[src/rtl/button_debounce_press_classifier_top_assert.svh]
// Assertion macros shared by the debounce and press classifier RTL
`ifndef BUTTON_DEBOUNCE_PRESS_CLASSIFIER_TOP_ASSERT_SVH
`define BUTTON_DEBOUNCE_PRESS_CLASSIFIER_TOP_ASSERT_SVH
`ifndef NO_ASSERTIONS
// Clocked check, switched off while reset is low
`define BDPC_ASSERT(label, clk, rst_n, prop) \
    label: assert property (@(posedge clk) disable iff (!rst_n) prop) \
        else $error("bdpc: check failed");
// Clocked implication held only outside reset
`define BDPC_ASSERT_IMP(label, clk, rst_n, ante, cons) \
    label: assert property (@(posedge clk) disable iff (!rst_n) (ante) |-> (cons)) \
        else $error("bdpc: implication failed");
`else
`define BDPC_ASSERT(label, clk, rst_n, prop)
`define BDPC_ASSERT_IMP(label, clk, rst_n, ante, cons)
`endif
`endif

[src/rtl/bdpc_pkg.sv]
// Types and constants of the button debounce and press classifier
`default_nettype none
package bdpc_pkg;

    localparam int unsigned CFG_W     = 16;
    localparam int unsigned CFG_IDX_W = 2;

    // Register indexes on the configuration port
    localparam logic [CFG_IDX_W-1:0] CFG_DEBOUNCE_MS   = 2'd0;
    localparam logic [CFG_IDX_W-1:0] CFG_LONG_PRESS_MS = 2'd1;

    // Register reset values
    localparam logic [CFG_W-1:0] DEBOUNCE_MS_RST   = 16'd50;
    localparam logic [CFG_W-1:0] LONG_PRESS_MS_RST = 16'd1000;

    // Press event codes
    typedef enum logic [1:0] {
        EVT_NONE  = 2'd0,
        EVT_SHORT = 2'd1,
        EVT_LONG  = 2'd2
    } t_event;

    // Timing settings handed to the classifier core
    typedef struct packed {
        logic [CFG_W-1:0] debounce_ms;
        logic [CFG_W-1:0] long_press_ms;
    } t_cfg;

endpackage
`default_nettype wire

[src/rtl/button_debounce_press_classifier_top.sv]
// A poll's press event is offered from the result register. Throughput: one
// poll per cycle while events are taken; the input register refills while the
// result register holds an untaken event, so stalls do not drop a poll.
// The press state updates as a poll moves from the input to the result register.
// Reset: synchronous, active low; state returns to released, registers to
// 50 ms debounce and 1000 ms long press.
`default_nettype none
`include "button_debounce_press_classifier_top_assert.svh"
module button_debounce_press_classifier_top #(
    parameter int unsigned TIME_WIDTH = 32
) (
    input  wire logic                           i_clk,
    input  wire logic                           i_rst_n,
    input  wire logic                           i_cfg_we,
    input  wire logic [bdpc_pkg::CFG_IDX_W-1:0] i_cfg_index,
    input  wire logic [bdpc_pkg::CFG_W-1:0]     i_cfg_data,
    input  wire logic                           i_in_valid,
    output logic                                o_in_ready,
    input  wire logic [TIME_WIDTH-1:0]          i_now_ms,
    input  wire logic                           i_raw_level,
    output logic                                o_out_valid,
    input  wire logic                           i_out_ready,
    output logic [1:0]                          o_press_event
);
    import bdpc_pkg::*;

    logic                  r_in_valid;
    logic [TIME_WIDTH-1:0] r_now_ms;
    logic                  r_raw_level;
    logic                  r_out_valid;
    t_event                r_event;

    logic                  w_advance;
    t_cfg                  w_cfg;
    t_event                w_event;

    // Poll moves on when the result register is free or being emptied
    assign w_advance  = r_in_valid && (!r_out_valid || i_out_ready);
    assign o_in_ready = !r_in_valid || w_advance;

    bdpc_cfg u_cfg (
        .i_clk       (i_clk),
        .i_rst_n     (i_rst_n),
        .i_cfg_we    (i_cfg_we),
        .i_cfg_index (i_cfg_index),
        .i_cfg_data  (i_cfg_data),
        .o_cfg       (w_cfg)
    );

    bdpc_core #(
        .TIME_WIDTH (TIME_WIDTH)
    ) u_core (
        .i_clk       (i_clk),
        .i_rst_n     (i_rst_n),
        .i_advance   (w_advance),
        .i_now_ms    (r_now_ms),
        .i_raw_level (r_raw_level),
        .i_cfg       (w_cfg),
        .o_event     (w_event)
    );

    // Input register
    always_ff @(posedge i_clk) begin
        if (!i_rst_n) begin
            r_in_valid <= 1'b0;
        end else if (i_in_valid && o_in_ready) begin
            r_in_valid <= 1'b1;
        end else if (w_advance) begin
            r_in_valid <= 1'b0;
        end
    end

    always_ff @(posedge i_clk) begin
        if (i_in_valid && o_in_ready) begin
            r_now_ms    <= i_now_ms;
            r_raw_level <= i_raw_level;
        end
    end

    // Result register
    always_ff @(posedge i_clk) begin
        if (!i_rst_n) begin
            r_out_valid <= 1'b0;
        end else if (w_advance) begin
            r_out_valid <= 1'b1;
        end else if (i_out_ready) begin
            r_out_valid <= 1'b0;
        end
    end

    always_ff @(posedge i_clk) begin
        if (w_advance) begin
            r_event <= w_event;
        end
    end

    assign o_out_valid   = r_out_valid;
    assign o_press_event = r_event;

    // A held poll is kept until it moves on
    `BDPC_ASSERT(a_poll_kept, i_clk, i_rst_n, (r_in_valid && !w_advance) |=> (r_in_valid && $stable(r_now_ms) && $stable(r_raw_level)))
    // Every processed poll lands in the result register
    `BDPC_ASSERT(a_result_loaded, i_clk, i_rst_n, w_advance |=> r_out_valid)
    // Back pressure only when both registers are occupied
    `BDPC_ASSERT_IMP(a_ready_full, i_clk, i_rst_n, !o_in_ready, r_in_valid && r_out_valid && !i_out_ready)

endmodule
`default_nettype wire

[src/rtl/bdpc_cfg.sv]
// Configuration registers of the debounce and press classifier
`default_nettype none
module bdpc_cfg (
    input  wire logic                           i_clk,
    input  wire logic                           i_rst_n,
    input  wire logic                           i_cfg_we,
    input  wire logic [bdpc_pkg::CFG_IDX_W-1:0] i_cfg_index,
    input  wire logic [bdpc_pkg::CFG_W-1:0]     i_cfg_data,
    output bdpc_pkg::t_cfg                      o_cfg
);
    import bdpc_pkg::*;

    logic [CFG_W-1:0] r_debounce_ms;
    logic [CFG_W-1:0] r_long_press_ms;

    // Register writes; unknown indexes are dropped
    always_ff @(posedge i_clk) begin
        if (!i_rst_n) begin
            r_debounce_ms   <= DEBOUNCE_MS_RST;
            r_long_press_ms <= LONG_PRESS_MS_RST;
        end else if (i_cfg_we) begin
            case (i_cfg_index)
                CFG_DEBOUNCE_MS:   r_debounce_ms   <= i_cfg_data;
                CFG_LONG_PRESS_MS: r_long_press_ms <= i_cfg_data;
                default: ;
            endcase
        end
    end

    assign o_cfg.debounce_ms   = r_debounce_ms;
    assign o_cfg.long_press_ms = r_long_press_ms;

endmodule
`default_nettype wire

[src/rtl/bdpc_core.sv]
// Debounce state and press classification, updated once per request
`default_nettype none
`include "button_debounce_press_classifier_top_assert.svh"
module bdpc_core #(
    parameter int unsigned TIME_WIDTH = 32
) (
    input  wire logic                  i_clk,
    input  wire logic                  i_rst_n,
    input  wire logic                  i_advance,
    input  wire logic [TIME_WIDTH-1:0] i_now_ms,
    input  wire logic                  i_raw_level,
    input  bdpc_pkg::t_cfg             i_cfg,
    output bdpc_pkg::t_event           o_event
);
    import bdpc_pkg::*;

    // Compare width covers both elapsed time and the 16 bit thresholds
    localparam int unsigned CMP_W = (TIME_WIDTH > CFG_W) ? TIME_WIDTH : CFG_W;

    logic                  r_last_raw;
    logic                  r_stable_level;
    logic [TIME_WIDTH-1:0] r_edge_time;
    logic [TIME_WIDTH-1:0] r_press_start;
    logic                  r_press_active;
    logic                  r_long_sent;

    logic                  n_stable_level;
    logic [TIME_WIDTH-1:0] n_edge_time;
    logic [TIME_WIDTH-1:0] n_press_start;
    logic                  n_press_active;
    logic                  n_long_sent;

    logic [TIME_WIDTH-1:0] w_deb_elapsed;
    logic [TIME_WIDTH-1:0] w_hold_elapsed;
    logic [TIME_WIDTH-1:0] w_hold_start;
    logic [CMP_W-1:0]      w_deb_cmp;
    logic [CMP_W-1:0]      w_hold_cmp;
    logic                  w_promote;
    logic                  w_press;
    logic                  w_release;
    logic                  w_hold_armed;
    logic                  w_long_hit;
    t_event                w_event;

    // A raw edge restarts the stability timer
    assign n_edge_time   = (i_raw_level != r_last_raw) ? i_now_ms : r_edge_time;
    assign w_deb_elapsed = i_now_ms - n_edge_time;
    assign w_deb_cmp     = CMP_W'(w_deb_elapsed);
    assign w_promote     = (r_stable_level != i_raw_level) &&
                           (w_deb_cmp >= CMP_W'(i_cfg.debounce_ms));
    assign w_press       = w_promote && !i_raw_level;
    assign w_release     = w_promote && i_raw_level;

    // Hold timer, measured from the press start as it stands after this poll
    assign w_hold_start   = w_press ? i_now_ms : r_press_start;
    assign w_hold_elapsed = i_now_ms - w_hold_start;
    assign w_hold_cmp     = CMP_W'(w_hold_elapsed);
    // A fresh press, or a held press with no long press reported yet
    assign w_hold_armed   = w_press ||
                            (!r_stable_level && r_press_active && !r_long_sent);
    assign w_long_hit     = !w_release && w_hold_armed &&
                            (w_hold_cmp >= CMP_W'(i_cfg.long_press_ms));

    // Debounced level change: open or close the press; mark a long press as reported
    always_comb begin
        n_stable_level = r_stable_level;
        n_press_start  = r_press_start;
        n_press_active = r_press_active;
        n_long_sent    = r_long_sent;
        if (w_promote) begin
            n_stable_level = i_raw_level;
            if (!i_raw_level) begin
                n_press_start  = i_now_ms;
                n_press_active = 1'b1;
                n_long_sent    = 1'b0;
            end else begin
                n_press_active = 1'b0;
            end
        end
        if (w_long_hit) begin
            n_long_sent = 1'b1;
        end
    end

    // Event for this request
    always_comb begin
        w_event = EVT_NONE;
        if (w_release) begin
            w_event = (r_press_active && !r_long_sent) ? EVT_SHORT : EVT_NONE;
        end else if (w_long_hit) begin
            w_event = EVT_LONG;
        end
    end

    assign o_event = w_event;

    // State update on each processed request
    always_ff @(posedge i_clk) begin
        if (!i_rst_n) begin
            r_last_raw     <= 1'b1;
            r_stable_level <= 1'b1;
            r_edge_time    <= '0;
            r_press_start  <= '0;
            r_press_active <= 1'b0;
            r_long_sent    <= 1'b0;
        end else if (i_advance) begin
            r_last_raw     <= i_raw_level;
            r_stable_level <= n_stable_level;
            r_edge_time    <= n_edge_time;
            r_press_start  <= n_press_start;
            r_press_active <= n_press_active;
            r_long_sent    <= n_long_sent;
        end
    end

    // A press is open exactly while the debounced level is low
    `BDPC_ASSERT(a_active_tracks_level, i_clk, i_rst_n, r_press_active == !r_stable_level)
    // A long press leaves the press marked as reported
    `BDPC_ASSERT(a_long_marks_sent, i_clk, i_rst_n, (i_advance && w_event == EVT_LONG) |=> r_long_sent)
    // A short press comes only with a debounced release
    `BDPC_ASSERT(a_short_on_release, i_clk, i_rst_n, (i_advance && w_event == EVT_SHORT) |=> (r_stable_level && !r_press_active && !r_long_sent))

endmodule
`default_nettype wire

[config.mk]
export PLATFORM = sky130hd
export DESIGN_NAME = button_debounce_press_classifier_top
export DESIGN_NICKNAME = d
export VERILOG_FILES = /design/src/rtl/bdpc_pkg.sv /design/src/rtl/button_debounce_press_classifier_top.sv /design/src/rtl/bdpc_cfg.sv /design/src/rtl/bdpc_core.sv
export VERILOG_INCLUDE_DIRS = /design/src /design/src/rtl
export SDC_FILE = /design/constraint.sdc
export NUM_CORES = 1
export LEC_CHECK = 0
export BUFFER_PORTS_ARGS = -buffer_cell sky130_fd_sc_hd__clkbuf_2
export CORE_MARGIN = 3
export CORE_UTILIZATION = 60
export CTS_CLUSTER_DIAMETER = 30
export DETAILED_ROUTE_END_ITERATION = 10
export PLACE_DENSITY = 0.84
export SLEW_MARGIN = 20
export SYNTH_ARGS = -nofsm -noshare
export SYNTH_HDL_FRONTEND = slang
export SYNTH_SLANG_ARGS = --single-unit
[constraint.sdc]
create_clock -name i_clk -period 11.52 [get_ports i_clk]
set_clock_uncertainty 0.1 [all_clocks]
set_input_delay 1.152 -clock i_clk [delete_from_list [all_inputs] [get_ports i_clk]]
set_output_delay 1.152 -clock i_clk [all_outputs]
set_load 0.02 [all_outputs]
# Yosys cells after proc, flatten, opt, wreduce, memory -nomap -nowiden
# Index checks and enable logic that the tools add are counted.
dict set report classes {
  addsub 2
  n_lt_le_gt_ge 2
  n_eq_ne 4
  n_mux 13
  n_bitwise 1
  reduce_logical 28
}
# cell n
set ops {}
lappend ops {{$ge A32 B16 Y1} 2}
lappend ops {{$mux W32} 2}
lappend ops {{$sub A32 B32 Y32} 2}
lappend ops {{$logic_and A1 B1 Y1} 10}
lappend ops {{$mux W1} 9}
lappend ops {{$logic_not A1 Y1} 6}
lappend ops {{$reduce_and A2 Y1} 3}
lappend ops {{$reduce_and A3 Y1} 2}
lappend ops {{$reduce_bool A2 Y1} 3}
lappend ops {{$mux W2} 2}
lappend ops {{$logic_or A1 B1 Y1} 3}
lappend ops {{$eq A2 B1 Y1 const B} 1}
lappend ops {{$logic_not A2 Y1} 1}
lappend ops {{$ne A1 B1 Y1} 2}
lappend ops {{$ne A2 B1 Y1 const B} 1}
lappend ops {{$not A1 Y1} 1}
dict set report word_totals {
  register_bits 137
  input_bits 56
  out_inout_bits 4
  elab_cells 63
}

# Logic depth before layout (Yosys ltp)
# Gate-level depths: netlist (run 1).
dict set report logic_depth {
  ltp_word 12
  depth_mapped 47
  ltp_nobuf 43
}

# Cells and area by module
# A second synthesis (run 1) with hierarchy kept.
dict set report hier_totals {
  hier_cells 1305
  hier_area_um2 10926.7
}
# mod instances cells_each area_per_inst_um2 seq_area_each_um2
set modules_own_cells {}
lappend modules_own_cells {bdpc_core 1 1129 8459.4 1361.3}
lappend modules_own_cells {bdpc_cfg 1 132 1312.5 640.6}
lappend modules_own_cells {button_debounce_press_classifier_top 1 44 1154.9 1091.0}

# Least setup slack after synthesis (run 1)
# OpenSTA, ideal clock, no wires.
dict set report synth_timing {
  path_kind {reg-to-reg}
  startpoint {register r_raw_level}
  endpoint {register u_core.r_long_sent}
  setup_time_ns 0.137
  arrival_ns 9.267
  required_ns 11.283
  path_slack_ns 2.016
  path_stages_with_launch 46
  path_buffers 6
  synth_period_minus_slack_ns 9.504
  path_cell_list {edfxtp_1 xor2_2 buf_6 clkbuf_1 clkbuf_1 mux2i_1 ha_1 clkbuf_1 nand3_1 o21bai_1 nor2_1 a31o_2 xnor2_1 ha_1 a21o_1 a21o_1 a21oi_1 o211ai_1 (+10 left out) a2111oi_0 o21ai_0 nand2b_1 a21oi_1 o21ai_0 a21o_1 a21oi_1 xnor2_1 ha_1 a21oi_1 nor2b_1 a2111oi_0 or3b_2 nand4b_1 nor4_1 nand4_1 o311ai_0 o211ai_1}
}
dict set report synth_between {
  elab_chain_cells 12
  word_cells_on_any_way 20
  cone_classes {2 x add/sub; 2 x order compare; 3 x eq/ne; 3 x mux; 10 x reduce/logical}
}
# element line
set synth_rtl {}
lappend synth_rtl {{start: declaration} button_debounce_press_classifier_top.sv:29} ;# logic r_raw_level;
lappend synth_rtl {{start signal: assignment} button_debounce_press_classifier_top.sv:76} ;# r_raw_level <= i_raw_level;
lappend synth_rtl {{$ne A1 B1 Y1} bdpc_core.sv:46} ;# assign n_edge_time = (i_raw_level != r_last_raw) ? i_now_ms : r_edge_time;
lappend synth_rtl {{$mux W32} bdpc_core.sv:46}
lappend synth_rtl {{$sub A32 B32 Y32} bdpc_core.sv:47} ;# assign w_deb_elapsed = i_now_ms - n_edge_time;
lappend synth_rtl {{$ge A32 B16 Y1} bdpc_core.sv:50} ;# (w_deb_cmp >= CMP_W'(i_cfg.debounce_ms));
lappend synth_rtl {{$logic_and A1 B1 Y1} bdpc_core.sv:49} ;# assign w_promote = (r_stable_level != i_raw_level) &&
lappend synth_rtl {{$logic_and A1 B1 Y1} bdpc_core.sv:51} ;# assign w_press = w_promote && !i_raw_level;
lappend synth_rtl {{$mux W32} bdpc_core.sv:55} ;# assign w_hold_start = w_press ? i_now_ms : r_press_start;
lappend synth_rtl {{$sub A32 B32 Y32} bdpc_core.sv:56} ;# assign w_hold_elapsed = i_now_ms - w_hold_start;
lappend synth_rtl {{$ge A32 B16 Y1} bdpc_core.sv:62} ;# (w_hold_cmp >= CMP_W'(i_cfg.long_press_ms));
lappend synth_rtl {{$logic_and A1 B1 Y1} bdpc_core.sv:61} ;# assign w_long_hit = !w_release && w_hold_armed &&
lappend synth_rtl {{$ne A2 B1 Y1 (no line) or $reduce_bool A2 Y1 (tied branches)} -}
lappend synth_rtl {{$reduce_and A3 Y1 (no line)} -}
lappend synth_rtl {{end signal: assignment} bdpc_core.sv:112} ;# r_long_sent <= n_long_sent;
lappend synth_rtl {{end: declaration} bdpc_core.sv:25} ;# logic r_long_sent;
# Parallel ways exist; a longest one is shown, timed or not.
# A chain may end at the register's enable or synchronous reset.

# Worst setup path in the final report (run 1)
dict set report layout_timing {
  startpoint {register r_raw_level}
  endpoint {register u_core.r_long_sent}
}
dict set report layout_between {
  elab_chain_cells 12
  word_cells_on_any_way 20
  cone_classes {2 x add/sub; 2 x order compare; 3 x eq/ne; 3 x mux; 10 x reduce/logical}
}
# element line
set layout_rtl {}
lappend layout_rtl {{$ne A1 B1 Y1 *} bdpc_core.sv:46}
lappend layout_rtl {{$mux W32 *} bdpc_core.sv:46}
lappend layout_rtl {{named net u_core.n_edge_time[0]} bdpc_core.sv:28} ;# logic [TIME_WIDTH-1:0] n_edge_time;
lappend layout_rtl {{$sub A32 B32 Y32 *} bdpc_core.sv:47}
lappend layout_rtl {{$ge A32 B16 Y1 *} bdpc_core.sv:50}
lappend layout_rtl {{$logic_and A1 B1 Y1 *} bdpc_core.sv:49}
lappend layout_rtl {{$logic_and A1 B1 Y1} bdpc_core.sv:51}
lappend layout_rtl {{$mux W32} bdpc_core.sv:55}
lappend layout_rtl {{$sub A32 B32 Y32} bdpc_core.sv:56}
lappend layout_rtl {{$ge A32 B16 Y1} bdpc_core.sv:62}
lappend layout_rtl {{$logic_and A1 B1 Y1} bdpc_core.sv:61}
lappend layout_rtl {{$ne A2 B1 Y1 (no line) or $reduce_bool A2 Y1 (tied branches)} -}
lappend layout_rtl {{$reduce_and A3 Y1 (no line)} -}
# Mark *: on every way through the listed nets, which the timed path passes. The rest lies on a longest branch.

==> key figures, run 1 <==
GRT
  – First-pass GRT wire length: 45600 um
  – Global route overflow: 0
  – GRT Total Usage: 30.1%
  – Vias in the first global route: 9206
  – Pin count of the biggest net entering global routing: 92
  – Antenna violations before repair: 0

Logic synthesis
  – Sequential share of the synthesized area: 29.8%
  – Distinct cells, synth: 85
  – Cell taking the most area after synthesis: dfxtp_1
  – Async SR Flop Fraction: 0%
  – Synth top area cells: dfxtp_1 20%, edfxtp_1 10%, ha_1 10%, a21oi_1 8.2%, nand2_1 6.8%
  – Syn Area/Cell: 7.85 um^2
  – Post-Syn Area: 0.0104 mm^2
  – Yosys Warn Count: 0
  – Post-synth EDFFs: 35
  – Gate Count Post-Synth: 1323
  – Ys flop type: dfxtp_1
  – Synth top area share: 19.7%
  – FF+latch count, synth: 137
  – Syn_nets: 1464

Place
  – Detail Placement HPWL: 20800 um
  – Final GP Congestion: 0.955
  – # port buffers: 59
  – DP Worst Slack: 1.15 ns

Clock network
  – Clock transition at path regs: 0.06 ns
  – Hold Buf Count CTS: 0
  – Max H-tree Level: 4
  – Longest Clk Path Bufs: 2
  – TritonCTS clock tree: done
  – Clk_lat worst skew: 0.43 ns
  – Post-CTS resize count: 0
  – Num CTS Buffers: 17
  – CTS root buf: clkbuf_16
  – # clock sinks: 137
  – Post-CTS Setup Inserts: 0

Finish
  – Filler Cells Inserted: 1366
  – Layout cells sized above 1: 9.29%
  – Commonest non-fill, non-tap cell in the layout: nand2_1
  – Nets: 1484
  – Multi-input gate area: 0.00683 mm^2
  – Highest-count cells in the layout ignoring fill and taps: 188 x nand2_1, 171 x a21oi_1, 102 x dfxtp_1
  – Register area: 0.00309 mm^2
  – Layout Area Growth over Synthesis: 9.45%
  – Ant diodes: 0

Floorplan
  – Die Height: 138 um
  – Die area: 0.0189 mm^2
  – CORE AREA: 0.0168 mm^2
  – Row cnt: 47
  – Num ports: 60
  – Initial Utilization: 62.0%
  – DIE WIDTH: 138 um

Worst setup path
  – R2R Setup Slk: 0.90 ns
  – Critical path type: reg2reg
  – RR Startpoint: r_raw_level
  – Worst setup path endpoint: u_core.r_long_sent
  – Worst r2r dst: u_core.r_long_sent
  – CP endpoint kind: register
  – WP data arrival: 10.82 ns
  – CP Max Fanout: 25
  – R2R depth: 43
  – Worst setup SP type: register
  – Worst Path Required: 11.72 ns
  – CP startpoint: r_raw_level
  – Crit path top cell by count: a21oi_1
  – Slowest CP cell: a2111oi_0
  – CP peak stage delay: 0.68 ns

Timing
  – Minimum clock period: 10.62 ns
  – Highest Clock Rate: 94.2 MHz
  – Setup TNS: 0 ns
  – Final Hold Fails: 0
  – Worst rel slew slack: 28.9%
  – Worst Tran Pin Value: 1.06 ns
  – # setup viols final: 0
  – Final hold slack: 0.353 ns
  – Final Max Tran Viols: 0
  – Final Cycle Share: 92.2%
  – RSZ-0062 raised after global routing: false
  – Final setup margin: 0.901 ns

Run
  – Max cap viols: 0

Pwr
  – Switch share: 35.9%
  – Total power: 1.61 mW
  – P_sw: 576 uW
  – PwrDens: 141 mW/mm^2
  – Combinational share of power: 32.5%
  – Clock power frac: 33.9%
  – Cell-internal power: 1.03 mW
  – Max rail drop VDD: 0.000127 V
  – Lkg Pwr: 4.41 nW
  – Reg power frac: 33.6%

Drt
  – Initial drt markers: 1125
  – WL met2: 12900 um
  – Routed wl met3: 2180 um
  – Drt wl/cell: 18.0 um
  – Routed vias/inst: 6.48
  – M1 wire length: 12500 um
  – DRT antenna net count: 0
  – Number of iterations in the first detailed-routing pass: 5
  – # DRC: 0
  – Top routing layer in use: met4
  – Post-Route WL: 28400 um
  – Routed vias: 10213

Status
  – Status: finished clean

Worst hold path
  – Min-delay worst type: reg2reg
  – Hold wc startpoint: u_core.r_edge_time[16]
-- flip-flops by register name, summed over array words and instances, names as in the netlist, 2 cells and up --
register / count
o_press_event: 2
r_now_ms: 32
u_cfg.r_long_press_ms: 16
u_core.r_press_start: 32
u_core.r_edge_time: 32
u_cfg.r_debounce_ms: 16
-- logic make-up (layout without fill, tap and decap cells) --
| group | count (synthesis) | count (layout) | synth area share [%] |
|---|---|---|---|
| adder cells (fa/ha/maj) | 87 | 87 | 10.5 |
| AO/OA/AOI/OAI | 411 | 411 | 24.4 |
| buffers and inverters | 122 | 155 | 4.78 |
| XOR/XNOR | 44 | 44 | 3.86 |
| flip-flops | 137 | 137 | 29.8 |
| multiplexers | 53 | 53 | 5.12 |
| AND/OR/NAND/NOR | 469 | 469 | 21.6 |
-- power groups by stage --
stage	clock [mW]	sequential, mW	combinational (mW)
after floorplan	0	0.541	0.389
after global placement	0	0.548	0.491
after detailed placement	0	0.549	0.503
after CTS	0.546	0.538	0.508
after global routing	0.567	0.542	0.576
final	0.544	0.540	0.523
-- critical path: cells and delay by family (launching register included) --
kind / cells / cell delay (ns)
AO/OA/AOI/OAI: 24 / 5.93
adder cells (fa/ha/maj): 5 / 1.28
flip-flops: 1 / 0.53
AND/OR/NAND/NOR: 10 / 1.92
buffers and inverters: 2 / 0.36
XOR/XNOR: 2 / 0.37
-- cell usage after synthesis, drive strengths merged, types with 4 or more instances --
master and instances:
xnor2 23, xor2 21, mux2i 52, o31ai 7
a21boi 4, nor2b 19, a2111oi 6, o21a 5
o21bai 10, o22ai 6, ha 84, nor3b 4
o21ai 89, a221oi 4, nand2 188, a21oi 172
o221ai 4, nor2 77, inv 55, o2111ai 4
nand2b 21, nand3 57, buf 12, or2 5
and3 9, clkbuf 55, or3 9, dfxtp 102
nor3 25, nor4b 4, and4 7, a21o 17
nor4 6, o211ai 24, nand4 14, a211oi 10
or4 4, and2 10, a31oi 13, edfxtp 35
-- worst min path at each step --
stage / end / slack, ns / cells after the start
2_1_floorplan: u_core.r_edge_time[12] / 0.34 / 2
3_3_place_gp: u_core.r_edge_time[17] / 0.34 / 2
3_5_place_dp: u_core.r_edge_time[21] / 0.35 / 2
4_1_cts: u_core.r_edge_time[16] / 0.36 / 2
5_1_grt: u_core.r_edge_time[15] / 0.37 / 2
6_report: u_core.r_edge_time[16] / 0.35 / 2
-- cell type report --
type | count | area share [%]
Clock inverter | 13 | 1.03
Clock buffer | 19 | 4.18
Multi-Input combinational cell | 1064 | 60.1
Tap cell | 220 | 2.42
Timing Repair Buffer | 68 | 3.19
Sequential cell | 137 | 27.2
Inverter | 55 | 1.82
-- layer usage --
metal	vias to the layer above	track usage, %
li1	4877	-
met1	4820	42.0
met2	452	47.1
met3	64	5.00
met4	0	10.6
met5	-	0
-- per-stage QoR --
step                area, um^2  std cells  utilization, %
floorplan                10400       1323               -
global placement         10800       1544            64.2
detailed placement       10800       1544            64.2
CTS                      11400       1576            67.8
global route             11400       1576            67.8
finish                   11400       1576            67.8
No activity file was read; power rests on OpenSTA's default activity.
==> inputs of run 2 (changes only) <==
Settings changed: CORE_MARGIN 3 to not set.
==> run 2 against run 1 <==
- routed wire length increased by 1.6%
- highest routed layer unchanged
- critical endpoint is now o_press_event[1]
- critical path type unchanged
- critical path depth decreased by 1
- utilization up 0.067 points
==> key figures, run 2 (synthesized netlist as in run 1, its figures left out) <==
Clock network
  – Clk_lat worst skew: 0.43 ns
  – TritonCTS clock tree: done
  – Post-CTS Setup Inserts: 0
  – Clock transition at path regs: 0.06 ns
  – CTS root buf: clkbuf_16
  – Max H-tree Level: 4
  – Num CTS Buffers: 17
  – Longest Clk Path Bufs: 2
  – # clock sinks: 137
  – Hold Buf Count CTS: 0
  – Post-CTS resize count: 0

Worst setup path
  – Critical path type: reg2reg
  – CP Max Fanout: 13
  – Worst Path Required: 11.58 ns
  – WP data arrival: 10.65 ns
  – CP endpoint kind: register
  – R2R depth: 42
  – Slowest CP cell: a2111oi_0
  – Crit path top cell by count: a21oi_1
  – CP peak stage delay: 0.68 ns
  – Worst setup SP type: register

Timing
  – Final setup margin: 0.931 ns
  – Final hold slack: 0.353 ns
  – Worst rel slew slack: 29.4%
  – Final Cycle Share: 91.9%
  – Highest Clock Rate: 94.4 MHz
  – Minimum clock period: 10.59 ns
  – # setup viols final: 0
  – RSZ-0062 raised after global routing: false
  – Final Hold Fails: 0
  – Setup TNS: 0 ns
  – Final Max Tran Viols: 0
  – Worst Tran Pin Value: 1.06 ns

Worst hold path
  – Min-delay worst type: reg2reg
  – WHS Path Cells: 2

Floorplan
  – Initial Utilization: 62.0%
  – Num ports: 60
  – Die area: 0.0178 mm^2
  – Die Height: 134 um
  – Row cnt: 47
  – DIE WIDTH: 134 um
  – CORE AREA: 0.0168 mm^2

Finish
  – Ant diodes: 0
  – Multi-input gate area: 0.00682 mm^2
  – Layout Area Growth over Synthesis: 9.56%
  – Filler Cells Inserted: 1362
  – Largest regs: r_now_ms: 32 flops, u_core.r_edge_time: 32 flops, u_core.r_press_start: 32 flops
  – Commonest non-fill, non-tap cell in the layout: nand2_1
  – Post-Layout Cell Count: 1576
  – Register area: 0.00309 mm^2
  – Layout cells sized above 1: 9.22%
  – Highest-count cells in the layout ignoring fill and taps: 188 x nand2_1, 171 x a21oi_1, 102 x dfxtp_1
  – Final instance area: 0.0114 mm^2
  – Nets: 1484
  – Final core occ: 67.9%

Pwr
  – Cell-internal power: 1.05 mW
  – P_sw: 568 uW
  – PwrDens: 142 mW/mm^2
  – Combinational share of power: 32.4%
  – Reg power frac: 33.3%
  – Total power: 1.62 mW
  – Switch share: 35.1%
  – Clock power frac: 34.3%
  – Lkg Pwr: 4.41 nW
  – Max rail drop VDD: 0.000109 V

Drt
  – Routed vias: 10290
  – # DRC: 0
  – Number of iterations in the first detailed-routing pass: 5
  – Post-Route WL: 28800 um
  – Routed vias/inst: 6.53
  – DRT antenna net count: 0
  – Initial drt markers: 1040
  – Drt wl/cell: 18.3 um

Place
  – DP Area: 0.0108 mm^2
  – Placed insts: 1544
  – DP Worst Slack: 1.21 ns
  – # port buffers: 59
  – Detail Placement HPWL: 21100 um
  – Final GP Congestion: 1.02

GRT
  – Pin count of the biggest net entering global routing: 92
  – Vias in the first global route: 9501
  – First-pass GRT wire length: 46600 um
  – GRT Total Usage: 32.7%
  – Antenna violations before repair: 0
  – Global route overflow: 0

Status
  – Status: finished clean

Run
  – Max cap viols: 0
==> run 2: cell types whose count changed in the layout (fill, tap and decap cells not counted) <==
cell / previous run / this run
inv_8: 3 / 0
clkbuf_8: 0 / 1
inv_6: 7 / 6
a2111oi_1: 0 / 1
a2111oi_2: 1 / 0
inv_4: 1 / 0
nor2_2: 0 / 1
nor2_4: 1 / 0
bufinv_16: 0 / 1
clkinv_4: 1 / 4
==> run 2: per-layer routing <==
metal,wire (um),share of wire (%),track usage (%)
met5,0,0,0
met4,1060,3.7,15.3
met3,2530,8.8,5.10
met2,12900,45,52.0
met1,12300,43,43.4
==> run 2: critical path, delay by kind of cell, from the launching register on <==
family / cells / cell delay, ns
and+or+nand+nor: 9 / 1.87
xor gates and xnor gates: 2 / 0.66
AOI/OAI and AO/OA: 24 / 5.61
adders and majority gates: 5 / 1.29
buffers and inverters: 1 / 0.07
DFF: 1 / 0.53
muxes: 1 / 0.19
==> run 2: final cells by class <==
type | instances | area share (%)
clock buffers | 20 | 4.30
inverters | 55 | 1.81
well taps | 220 | 2.42
clock inverters | 12 | 1.10
repair buffers | 68 | 3.19
flip-flops and latches | 137 | 27.2
multi-input cells | 1064 | 60.0
==> run 2: power by group through the flow <==
| stage | clock, mW | combinational (mW) | sequential (mW) |
|---|---|---|---|
| floorplan | 0 | 0.389 | 0.541 |
| global placement | 0 | 0.491 | 0.548 |
| detailed placement | 0 | 0.503 | 0.549 |
| CTS | 0.560 | 0.510 | 0.539 |
| global route | 0.580 | 0.574 | 0.542 |
| finish | 0.556 | 0.525 | 0.540 |
==> run 2: path summary, 6_finish.rpt <==
| path | startpoint | to | slack, ns |
|---|---|---|---|
| worst max-delay path | r_raw_level | o_press_event[1] | 0.93 |
| worst min-delay path | u_core.r_edge_time[19] | u_core.r_edge_time[19] | 0.35 |
| worst max register to register | r_raw_level | o_press_event[1] | 0.93 |
| worst min register to register | u_core.r_edge_time[19] | u_core.r_edge_time[19] | 0.35 |
==> inputs of run 3 (changes only) <==
Settings changed: SYNTH_HIERARCHICAL set to 1.
Clock period 11.52 ns to 12.1 ns, I/O delays scaled along.
==> run 3 against run 2 <==
- first-iteration DRC count is 23% higher
- register-to-register slack worse by 0.15 ns
- utilization is 0.34 points higher
- via count is 1.5% higher
- count of clock-buffer cells in the layout is 2 lower
- clock power hardly changed
- sequential share of layout area is 1.3 points lower
- power is 0.34% lower
- routed wire length is 11% higher
- critical path depth is 5 higher
- critical path type unchanged
==> key figures, run 3 <==
Status
  – Status: finished clean

Floorplan
  – Num ports: 60
  – CORE AREA: 0.0175 mm^2
  – Die Height: 137 um
  – DIE WIDTH: 137 um
  – Die area: 0.0188 mm^2
  – Row cnt: 48
  – Initial Utilization: 62.3%

Worst hold path
  – Min-delay worst type: reg2reg
  – Hold wc startpoint: u_cfg/r_debounce_ms[13]
  – Hold Path Sink: u_cfg/r_debounce_ms[13]
  – WHS Path Cells: 2

Drt
  – DRT antenna net count: 0
  – # DRC: 0
  – Initial drt markers: 1281
  – Number of iterations in the first detailed-routing pass: 7
  – Routed vias/inst: 6.64
  – Routed vias: 10441
  – Post-Route WL: 31900 um
  – Drt wl/cell: 20.3 um

Worst setup path
  – CP peak stage delay: 0.62 ns
  – Slowest CP cell: or4b_4
  – CP Max Fanout: 35
  – Worst Path Required: 12.18 ns
  – R2R Setup Slk: 0.79 ns
  – Worst r2r dst: o_press_event[1]
  – Worst setup SP type: register
  – Crit path top cell by count: ha_1
  – R2R depth: 47
  – RR Startpoint: r_raw_level
  – WP data arrival: 11.40 ns
  – CP endpoint kind: register
  – Critical path type: reg2reg

Logic synthesis
  – Async SR Flop Fraction: 0%
  – Sequential share of the synthesized area: 28.3%
  – Cell taking the most area after synthesis: dfxtp_1
  – Post-synth EDFFs: 35
  – Post-Syn Area: 0.0109 mm^2
  – Synth top area share: 18.7%
  – Most common cell in the netlist: nand2_1
  – Yosys Warn Count: 6
  – Synth top cells by count: 129 x nand2_1, 111 x nor2_1, 107 x mux2i_1, 102 x dfxtp_1, 95 x a21oi_1
  – Distinct cells, synth: 91
  – Syn_nets: 1446
  – Synth top area cells: dfxtp_1 19%, mux2i_1 9.8%, edfxtp_1 9.6%, ha_1 9.6%, nand2_1 4.4%
  – Syn Area/Cell: 8.37 um^2
  – FF+latch count, synth: 137
  – Ys flop type: dfxtp_1
  – Gate Count Post-Synth: 1305

Finish
  – Filler Cells Inserted: 1452
  – Register area: 0.00309 mm^2
  – Nets: 1476
  – Layout cells sized above 1: 9.50%
  – Largest regs: r_now_ms: 32 flops, u_core/r_edge_time: 32 flops, u_core/r_press_start: 32 flops
  – Post-Layout Cell Count: 1573
  – Ant diodes: 0
  – Multi-input gate area: 0.00731 mm^2
  – Highest-count cells in the layout ignoring fill and taps: 129 x nand2_1, 111 x nor2_1, 107 x mux2i_1
  – Commonest non-fill, non-tap cell in the layout: nand2_1
  – Layout Area Growth over Synthesis: 9.48%

Pwr
  – Lkg Pwr: 5.08 nW
  – PwrDens: 135 mW/mm^2
  – Max rail drop VDD: 0.000105 V

Timing
  – Final Max Tran Viols: 0
  – RSZ-0062 raised after global routing: false
  – Worst rel slew slack: 25.2%
  – Final Cycle Share: 93.5%
  – Setup TNS: 0 ns
  – Minimum clock period: 11.31 ns
  – # setup viols final: 0
  – Worst Tran Pin Value: 1.12 ns
  – Final Hold Fails: 0
  – Highest Clock Rate: 88.4 MHz

Clock network
  – TritonCTS clock tree: done
  – Clk_lat worst skew: 0.42 ns
  – # clock sinks: 137
  – Longest Clk Path Bufs: 2
  – Num CTS Buffers: 17
  – CTS root buf: clkbuf_16
  – Post-CTS Setup Inserts: 0
  – Max H-tree Level: 4
  – Clock transition at path regs: 0.07 ns

GRT
  – First-pass GRT wire length: 49900 um
  – Global route overflow: 0
  – Pin count of the biggest net entering global routing: 60
  – GRT Total Usage: 34.5%
  – Vias in the first global route: 9560
  – Antenna violations before repair: 1

Run
  – Max cap viols: 0

Place
  – Detail Placement HPWL: 24000 um
  – # port buffers: 59
  – Placed insts: 1540
  – Final GP Congestion: 0.995
==> run 3: cell count changes in the layout (fill, tap and decap cells not counted), sizes merged, moves of 16 or more <==
cell and delta:
nand2 -59, a211oi +22, a21oi -76, nand3 -29, mux2i +55, nor2 +34, o21a +16, o21ai -34
==> run 3: what timing repair did <==
action / 4_1_cts / 5_1_grt
hold buffers: 0 / 0
setup endpoints to repair: 0 / 2
resized for setup: 0 / 3
==> run 3: per-stage QoR <==
| step | cell area (um^2) | hold slack (ns) | utilization [%] | setup WS (ns) | total power [mW] |
|---|---|---|---|---|---|
| final | 12000 | 0.360 | 68.2 | 0.785 | 1.62 |
| after global routing | 12000 | 0.373 | 68.2 | 0.0396 | 1.69 |
| after global placement | 11300 | 0.343 | 64.5 | 1.08 | 1.04 |
| after CTS | 11900 | 0.356 | 68.0 | 0.482 | 1.60 |
| after floorplan | 10900 | 0.335 | - | 0.960 | 0.915 |
| after detailed placement | 11300 | 0.346 | 64.5 | 0.478 | 1.04 |
==> run 3: cells by family after synthesis <==
group                      Yosys count  share of synthesized area, %
muxes                              108                          9.90
and+or+nand+nor                    451                          21.0
DFF                                137                          28.3
AOI/OAI and AO/OA                  351                          22.0
xor gates and xnor gates            45                          3.68
adders and majority gates           87                          9.99
buffers and inverters              126                          5.16
==> run 3: critical path: cells and delay by family (launching register included) <==
| kind | cells | cell delay [ns] |
|---|---|---|
| compound gates | 20 | 4.77 |
| simple gates | 16 | 3.26 |
| fa+ha+maj | 5 | 1.25 |
| flops | 1 | 0.52 |
| xor+xnor | 3 | 0.52 |
| buf+inv | 2 | 0.38 |
| mux | 1 | 0.24 |
==> run 3: worst max path at each step <==
stage	from	end	slack, ns	cells after the start
final	r_raw_level	o_press_event[1]	0.79	47
after global routing	r_raw_level	o_press_event[1]	0.04	46
after CTS	r_raw_level	o_press_event[1]	0.48	47
after detailed placement	r_raw_level	o_press_event[1]	0.48	47
after global placement	r_raw_level	o_press_event[1]	1.08	47
after floorplan	r_raw_level	o_press_event[1]	0.96	49
==> run 3: final cells by class <==
| type | count | area share [%] |
|---|---|---|
| clock buffer | 18 | 3.67 |
| clock inverter | 14 | 1.53 |
| inverter | 67 | 2.10 |
| multi-input combinational | 1042 | 61.1 |
| sequential | 137 | 25.9 |
| tap | 225 | 2.35 |
| timing repair buffer | 70 | 3.36 |
==> run 3: per-layer routing <==
| layer | track usage, % | vias to the layer above | share of wire [%] |
|---|---|---|---|
| li1 | - | 4901 | - |
| met1 | 48.2 | 4936 | 45 |
| met2 | 54.5 | 534 | 45 |
| met3 | 4.59 | 70 | 7.7 |
| met4 | 11.6 | 0 | 2.6 |
| met5 | 0 | - | 0 |
==> run 3: power breakdown <==
group          total, mW  leakage [nW]  switching [mW]  internal, mW
registers          0.519          1.17          0.0253         0.493
logic              0.542          3.61           0.330         0.212
clock network      0.554         0.302           0.220         0.335
total               1.62          5.08           0.575          1.04
